$ cat config.mk
export PLATFORM = sky130hd
export DESIGN_NAME = scsa_ctrl
export DESIGN_NICKNAME = d
export VERILOG_FILES = /design/src/sv/scsa_pkg.sv /design/src/sv/scsa_ctrl.sv
export SDC_FILE = /design/constraint.sdc
export NUM_CORES = 1
export LEC_CHECK = 0
export BUFFER_PORTS_ARGS = -buffer_cell sky130_fd_sc_hd__buf_4
export CORE_AREA = 2 2 39 41
export DETAILED_ROUTE_END_ITERATION = 8
export DIE_AREA = 0 0 41 43
export HOLD_SLACK_MARGIN = 0.05
export MAX_ROUTING_LAYER = met4
export PLACE_DENSITY = 0.74
export RECOVER_POWER = 50
export SLEW_MARGIN = 15
export SYNTH_ARGS = -nofsm -noshare
export SYNTH_HDL_FRONTEND = slang
export SYNTH_SLANG_ARGS = --single-unit
$ cat constraint.sdc
create_clock -name clk -period 3.3 [get_ports clk]
set_input_delay 0.99 -clock clk [delete_from_list [all_inputs] [get_ports clk]]
set_output_delay 0.99 -clock clk [all_outputs]
set_load 0.005 [all_outputs]
$ cat src/sv/scsa_pkg.sv
// ----------------------------------------------------------------------------
// scsa_pkg
// Shared types, constants and class tables of the size-class slab allocator.
// ----------------------------------------------------------------------------
package scsa_pkg;

	localparam int NUM_CLASSES    = 17;
	localparam int DEF_POOL_PAGES = 64;
	localparam int ADDR_W         = 48;
	localparam int PAGE_HI_W      = 36;
	localparam int OFF_W          = 12;
	localparam int BYTES_W        = 16;
	localparam int SIZE_W         = 12;
	localparam int SLOT_W         = 8;
	localparam int TAKEN_W        = 9;
	localparam int CLASS_W        = 5;
	localparam int WSEL_W         = 2;
	localparam int WCNT_W         = 3;
	localparam int REGION_W       = 13;
	localparam int INFO_W         = CLASS_W + TAKEN_W;
	localparam int MAP_W          = 64;
	localparam int BIT_W          = 6;
	localparam int STATUS_W       = 3;
	localparam int MAX_SMALL      = 2048;

	typedef enum logic [STATUS_W-1:0] {
		ST_OK, ST_NULL, ST_TOO_LARGE, ST_NO_PAGES,
		ST_FOREIGN, ST_PAST_REGION, ST_MISALIGNED, ST_DOUBLE_FREE
	} status_t;

	typedef enum logic [3:0] {
		OP_IDLE, OP_LOAD, OP_DECODE, OP_SCAN, OP_WORD, OP_GRANT,
		OP_CLR, OP_FCHK, OP_DIV, OP_FBIT, OP_OUT
	} dp_op_t;

	typedef enum logic [3:0] {
		S_IDLE, S_DECODE, S_SCAN, S_WORD, S_GRANT, S_CLR,
		S_FCHK, S_DIV, S_FBIT, S_OUT
	} fsm_state_t;

	typedef struct packed {
		logic is_free;
		logic decode_err;
		logic scan_hit;
		logic scan_last;
		logic free_avail;
		logic word_found;
		logic word_more;
		logic clr_last;
		logic fchk_err;
		logic div_done;
		logic div_err;
		logic out_space;
	} dp_status_t;

	function automatic logic [SIZE_W-1:0] class_bytes(input logic [CLASS_W-1:0] c);
		logic [SIZE_W-1:0] r;
		case (c)
			5'd0:    r = 12'd16;
			5'd1:    r = 12'd24;
			5'd2:    r = 12'd32;
			5'd3:    r = 12'd48;
			5'd4:    r = 12'd64;
			5'd5:    r = 12'd80;
			5'd6:    r = 12'd96;
			5'd7:    r = 12'd128;
			5'd8:    r = 12'd160;
			5'd9:    r = 12'd192;
			5'd10:   r = 12'd256;
			5'd11:   r = 12'd384;
			5'd12:   r = 12'd512;
			5'd13:   r = 12'd768;
			5'd14:   r = 12'd1024;
			5'd15:   r = 12'd1536;
			5'd16:   r = 12'd2048;
			default: r = 12'd2048;
		endcase
		return r;
	endfunction

	function automatic logic [TAKEN_W-1:0] class_slots(input logic [CLASS_W-1:0] c);
		logic [TAKEN_W-1:0] r;
		case (c)
			5'd0:    r = 9'd256;
			5'd1:    r = 9'd170;
			5'd2:    r = 9'd128;
			5'd3:    r = 9'd85;
			5'd4:    r = 9'd64;
			5'd5:    r = 9'd51;
			5'd6:    r = 9'd42;
			5'd7:    r = 9'd32;
			5'd8:    r = 9'd25;
			5'd9:    r = 9'd21;
			5'd10:   r = 9'd16;
			5'd11:   r = 9'd10;
			5'd12:   r = 9'd8;
			5'd13:   r = 9'd5;
			5'd14:   r = 9'd4;
			5'd15:   r = 9'd2;
			5'd16:   r = 9'd2;
			default: r = 9'd2;
		endcase
		return r;
	endfunction

	// slot region size in bytes: slots * size
	function automatic logic [REGION_W-1:0] class_region(input logic [CLASS_W-1:0] c);
		logic [REGION_W-1:0] r;
		case (c)
			5'd0:    r = 13'd4096;
			5'd1:    r = 13'd4080;
			5'd2:    r = 13'd4096;
			5'd3:    r = 13'd4080;
			5'd4:    r = 13'd4096;
			5'd5:    r = 13'd4080;
			5'd6:    r = 13'd4032;
			5'd7:    r = 13'd4096;
			5'd8:    r = 13'd4000;
			5'd9:    r = 13'd4032;
			5'd10:   r = 13'd4096;
			5'd11:   r = 13'd3840;
			5'd12:   r = 13'd4096;
			5'd13:   r = 13'd3840;
			5'd14:   r = 13'd4096;
			5'd15:   r = 13'd3072;
			5'd16:   r = 13'd4096;
			default: r = 13'd4096;
		endcase
		return r;
	endfunction

	function automatic logic [WCNT_W-1:0] class_words(input logic [CLASS_W-1:0] c);
		logic [TAKEN_W:0] s;
		s = {1'b0, class_slots(c)} + 10'd63;
		return WCNT_W'(s >> 6);
	endfunction

	// bits past the slot count in the last bitmap word are held set
	function automatic logic [MAP_W-1:0] tail_mask(input logic [CLASS_W-1:0] c);
		logic [TAKEN_W-1:0] n;
		logic [BIT_W-1:0]   s;
		n = class_slots(c);
		s = n[BIT_W-1:0];
		if (s == '0) begin
			return '0;
		end
		return ~((MAP_W'(1) << s) - MAP_W'(1));
	endfunction

	function automatic logic [CLASS_W-1:0] class_of(input logic [BYTES_W-1:0] n);
		logic [CLASS_W-1:0] r;
		r = CLASS_W'(NUM_CLASSES - 1);
		for (int c = NUM_CLASSES - 2; c >= 0; c--) begin
			if (n <= BYTES_W'(class_bytes(CLASS_W'(c)))) begin
				r = CLASS_W'(c);
			end
		end
		return r;
	endfunction

endpackage

$ cat src/sv/scsa_ctrl.sv
// ----------------------------------------------------------------------------
// scsa_ctrl
// Request sequencer: steps the datapath through allocate and free.
// ----------------------------------------------------------------------------
module scsa_ctrl (
	input  logic                 clk,
	input  logic                 arst_n,
	input  logic                 s_tvalid,
	input  scsa_pkg::dp_status_t status,
	output logic                 s_tready,
	output scsa_pkg::dp_op_t     op
);

	scsa_pkg::fsm_state_t state_q;
	scsa_pkg::fsm_state_t state_d;

	always_ff @(posedge clk or negedge arst_n) begin
		if (!arst_n) begin
			state_q <= scsa_pkg::S_IDLE;
		end else begin
			state_q <= state_d;
		end
	end

	always_comb begin
		state_d  = state_q;
		op       = scsa_pkg::OP_IDLE;
		s_tready = 1'b0;
		case (state_q)
			scsa_pkg::S_IDLE: begin
				s_tready = 1'b1;
				if (s_tvalid) begin
					op      = scsa_pkg::OP_LOAD;
					state_d = scsa_pkg::S_DECODE;
				end
			end
			scsa_pkg::S_DECODE: begin
				op = scsa_pkg::OP_DECODE;
				if (status.decode_err) begin
					state_d = scsa_pkg::S_OUT;
				end else if (status.is_free) begin
					state_d = scsa_pkg::S_FCHK;
				end else begin
					state_d = scsa_pkg::S_SCAN;
				end
			end
			scsa_pkg::S_SCAN: begin
				op = scsa_pkg::OP_SCAN;
				if (status.scan_hit) begin
					state_d = scsa_pkg::S_WORD;
				end else if (status.scan_last) begin
					state_d = status.free_avail ? scsa_pkg::S_GRANT : scsa_pkg::S_OUT;
				end
			end
			scsa_pkg::S_WORD: begin
				op = scsa_pkg::OP_WORD;
				if (status.word_found) begin
					state_d = scsa_pkg::S_OUT;
				end else if (!status.word_more) begin
					// page turned out full: resume the scan past it
					state_d = scsa_pkg::S_SCAN;
				end
			end
			scsa_pkg::S_GRANT: begin
				op      = scsa_pkg::OP_GRANT;
				state_d = scsa_pkg::S_CLR;
			end
			scsa_pkg::S_CLR: begin
				op = scsa_pkg::OP_CLR;
				if (status.clr_last) begin
					state_d = scsa_pkg::S_WORD;
				end
			end
			scsa_pkg::S_FCHK: begin
				op      = scsa_pkg::OP_FCHK;
				state_d = status.fchk_err ? scsa_pkg::S_OUT : scsa_pkg::S_DIV;
			end
			scsa_pkg::S_DIV: begin
				op = scsa_pkg::OP_DIV;
				if (status.div_done) begin
					state_d = status.div_err ? scsa_pkg::S_OUT : scsa_pkg::S_FBIT;
				end
			end
			scsa_pkg::S_FBIT: begin
				op      = scsa_pkg::OP_FBIT;
				state_d = scsa_pkg::S_OUT;
			end
			scsa_pkg::S_OUT: begin
				op = scsa_pkg::OP_OUT;
				if (status.out_space) begin
					state_d = scsa_pkg::S_IDLE;
				end
			end
			default: begin
				state_d = scsa_pkg::S_IDLE;
			end
		endcase
	end

endmodule

==> run metrics <==
status finished, final reports clean; Initial Util 0.357; clock root cell clkbuf_4; CP max stage cell dfrtp_1; IO Pins 20; Crit Path Class reg2out; WP data required around 2.3 ns; Setup Fix Bufs, Post-CTS 0; Num CTS Buffers 3; HP Class in2async; Cell variety after synth 32; Power Density 751 mW/mm²; CTS tree yes; Slew headroom 0.657; initial drt markers 8; Worst Path Arrival around 1.6 ns; critical-path cell list inv_1 > nand2_1 > nor3_1 > a211oi_1 > buf_4; Mapped Cells between 60 and 70; setup ws final 0.695 ns; RSZ-0062 raised after global routing no; total track usage 0.172; WP depth 5; Reg2Reg Depth 4; routability congestion estimate a little under 0.9; worst clock skew around 0.0065 ns; worst skew pair latency approximately 0.24 ns; drt drc 0; Post-Place Setup Slack 0.810 ns; First-pass DRT Iterations 4; worst-margin pin slew roughly 0.51 ns; Yosys reg bits 4; Worst-path clk slew about 0.040 ns; Layout area overhead 31.4%; Largest register FFs 4; vias in the first global route around 500; largest net degree at the start of global routing 21; Die Ht about 43 µm; per-cell routed wire length between 10 and 15 µm; biggest regs state_q (4); final hold viol count 0; family with the most delay on the worst path flip-flops; synthesized net count 80; Final Max Slew Viols 0; CP Max Fanout 12; IO Port Bufs 19; fmax roughly 0.38 GHz; Max Cap Viol 0; Core Box Area between 0.001 and 0.0015 mm²; crit path time final 2.61 ns; Reg with most FFs state_q; maximum clock path buffer count 2; Post-CTS Resized 0; antenna violations before repair 0; total gr overflow 0; crit start category flop; Register-to-Register Setup Slack around 1.4 ns; CP Buf/Inv Count 2; peak supply drop about 0.24 mV; Setup TNS Final 0 ns; period utilization 0.789; first-pass GRT wire length ~2100 µm; via count about 570; register area share after synthesis 0.203; critical path's largest stage delay 0.55 ns; Worst setup EP type primary output; fraction of layout cells with a size suffix above 1 0.268; nets 99; Avg Inst Size Synth roughly 7.6 µm²; Post-CTS Hold Fix Bufs 0; Die Wd 41 µm; Total Wirelength around 1300 µm; yosys warns 0; DP HPWL approximately 950 µm; Leak about 0.27 nW; TritonCTS Sinks 4; remaining antenna violation count 0; Syn Std Cell Area around 500 µm²; die area approximately 0.0018 mm²; DR vias/cell 5.77; H-tree levels 1; FP Rows 14; final setup fails 0; Ant. Diodes 0
logic make-up after synthesis:
kind of cell | after synthesis | synth area share
and+or+nand+nor | 27 | 0.357
AOI/OAI and AO/OA | 21 | 0.301
buffers and inverters | 10 | 0.0810
DFF | 4 | 0.203
muxes | 2 | 0.0405
xor gates and xnor gates | 1 | 0.0177
through the flow:
| stage | utilization | total power, mW | cell area (µm²) | cells | hold WS, ns |
|---|---|---|---|---|---|
| after floorplan | - | 0.331 | 494 | 65 | 0.605 |
| after global placement | 0.459 | 0.425 | 636 | 95 | 0.775 |
| after detailed placement | 0.459 | 0.426 | 636 | 95 | 0.766 |
| after CTS | 0.476 | 0.492 | 658 | 98 | 0.536 |
| after global routing | 0.469 | 0.530 | 649 | 98 | 0.598 |
| final | 0.469 | 0.488 | 649 | 98 | 0.575 |
worst paths after layout:
path / start / endpoint
worst max-delay path: state_q[2]$_DFFE_PN0P_ / op[0]
worst min-delay path: arst_n / state_q[1]$_DFFE_PN0P_
worst max register to register: state_q[3]$_DFFE_PN0P_ / state_q[3]$_DFFE_PN0P_
worst min register to register: state_q[1]$_DFFE_PN0P_ / state_q[1]$_DFFE_PN0P_
max in group asynchronous: arst_n / state_q[0]$_DFFE_PN0P_
min in group clk: state_q[1]$_DFFE_PN0P_ / state_q[1]$_DFFE_PN0P_
worst reg2reg max path: cells and delay by family (launching register included):
| family | cells | cell delay [ns] |
|---|---|---|
| AND/OR/NAND/NOR | 2 | 0.83 |
| flip-flops | 1 | 0.53 |
| AO/OA/AOI/OAI | 2 | 0.38 |
cells in the mapped netlist:
| master | count | area [µm²] |
|---|---|---|
| a211oi_1 | 3 | 22.5 |
| a21oi_1 | 2 | 10.0 |
| nand4b_1 | 1 | 8.76 |
| clkbuf_1 | 3 | 11.3 |
| nand2b_1 | 1 | 6.26 |
| nor3b_1 | 5 | 37.5 |
| buf_2 | 2 | 10.0 |
| nor2b_1 | 3 | 18.8 |
| o21ai_1 | 1 | 5.00 |
| or4_4 | 1 | 11.3 |
| a32oi_1 | 1 | 8.76 |
| nand2_1 | 4 | 15.0 |
| o32ai_1 | 1 | 8.76 |
| a31oi_1 | 1 | 6.26 |
| nand3_1 | 2 | 10.0 |
| a2bb2oi_1 | 2 | 17.5 |
| xnor2_1 | 1 | 8.76 |
| nor4bb_1 | 2 | 20.0 |
| o211ai_2 | 1 | 12.5 |
| inv_1 | 5 | 18.8 |
| a221oi_1 | 1 | 8.76 |
| nor3_1 | 3 | 15.0 |
| o21ai_0 | 4 | 20.0 |
| mux2i_1 | 2 | 20.0 |
| nor2_1 | 2 | 7.51 |
| or2_1 | 1 | 6.26 |
| dfrtp_1 | 4 | 100 |
| nand4bb_1 | 1 | 11.3 |
| o2bb2ai_1 | 1 | 8.76 |
| o21a_1 | 1 | 7.51 |
| o22ai_1 | 2 | 12.5 |
| or3b_1 | 1 | 8.76 |
power by group:
group	switching (mW)	leakage (nW)	internal [mW]
registers	0.0738	0.0510	0.0681
clock network	0.0217	0.0138	0.0408
logic	0.126	0.204	0.157
total	0.222	0.268	0.266
cells in the final DEF (no fill, tap or decap), types with 3 or more instances in the layout:
cell type,count
nor3b_1,5
nor3_1,3
dfrtp_1,4
a211oi_1,3
clkbuf_4,3
o21ai_0,5
inv_1,5
nand2_1,4
nor2b_1,3
buf_4,18
per-layer routing:
layer,routed length (µm),global-route usage,vias up
met1,623,0.229,258
met4,21,0.0667,0
li1,-,-,285
met2,620,0.244,18
met5,0,-,-
met3,67,0.0419,4
final cells by class:
type / instances / area, µm²
clock buffer: 3 / 22.5
fill: 146 / 734
inverter: 5 / 18.8
multi-input combinational: 51 / 349
sequential: 4 / 100
tap: 16 / 20.0
timing repair buffer: 19 / 139
(Power assumes the default switching activity.)
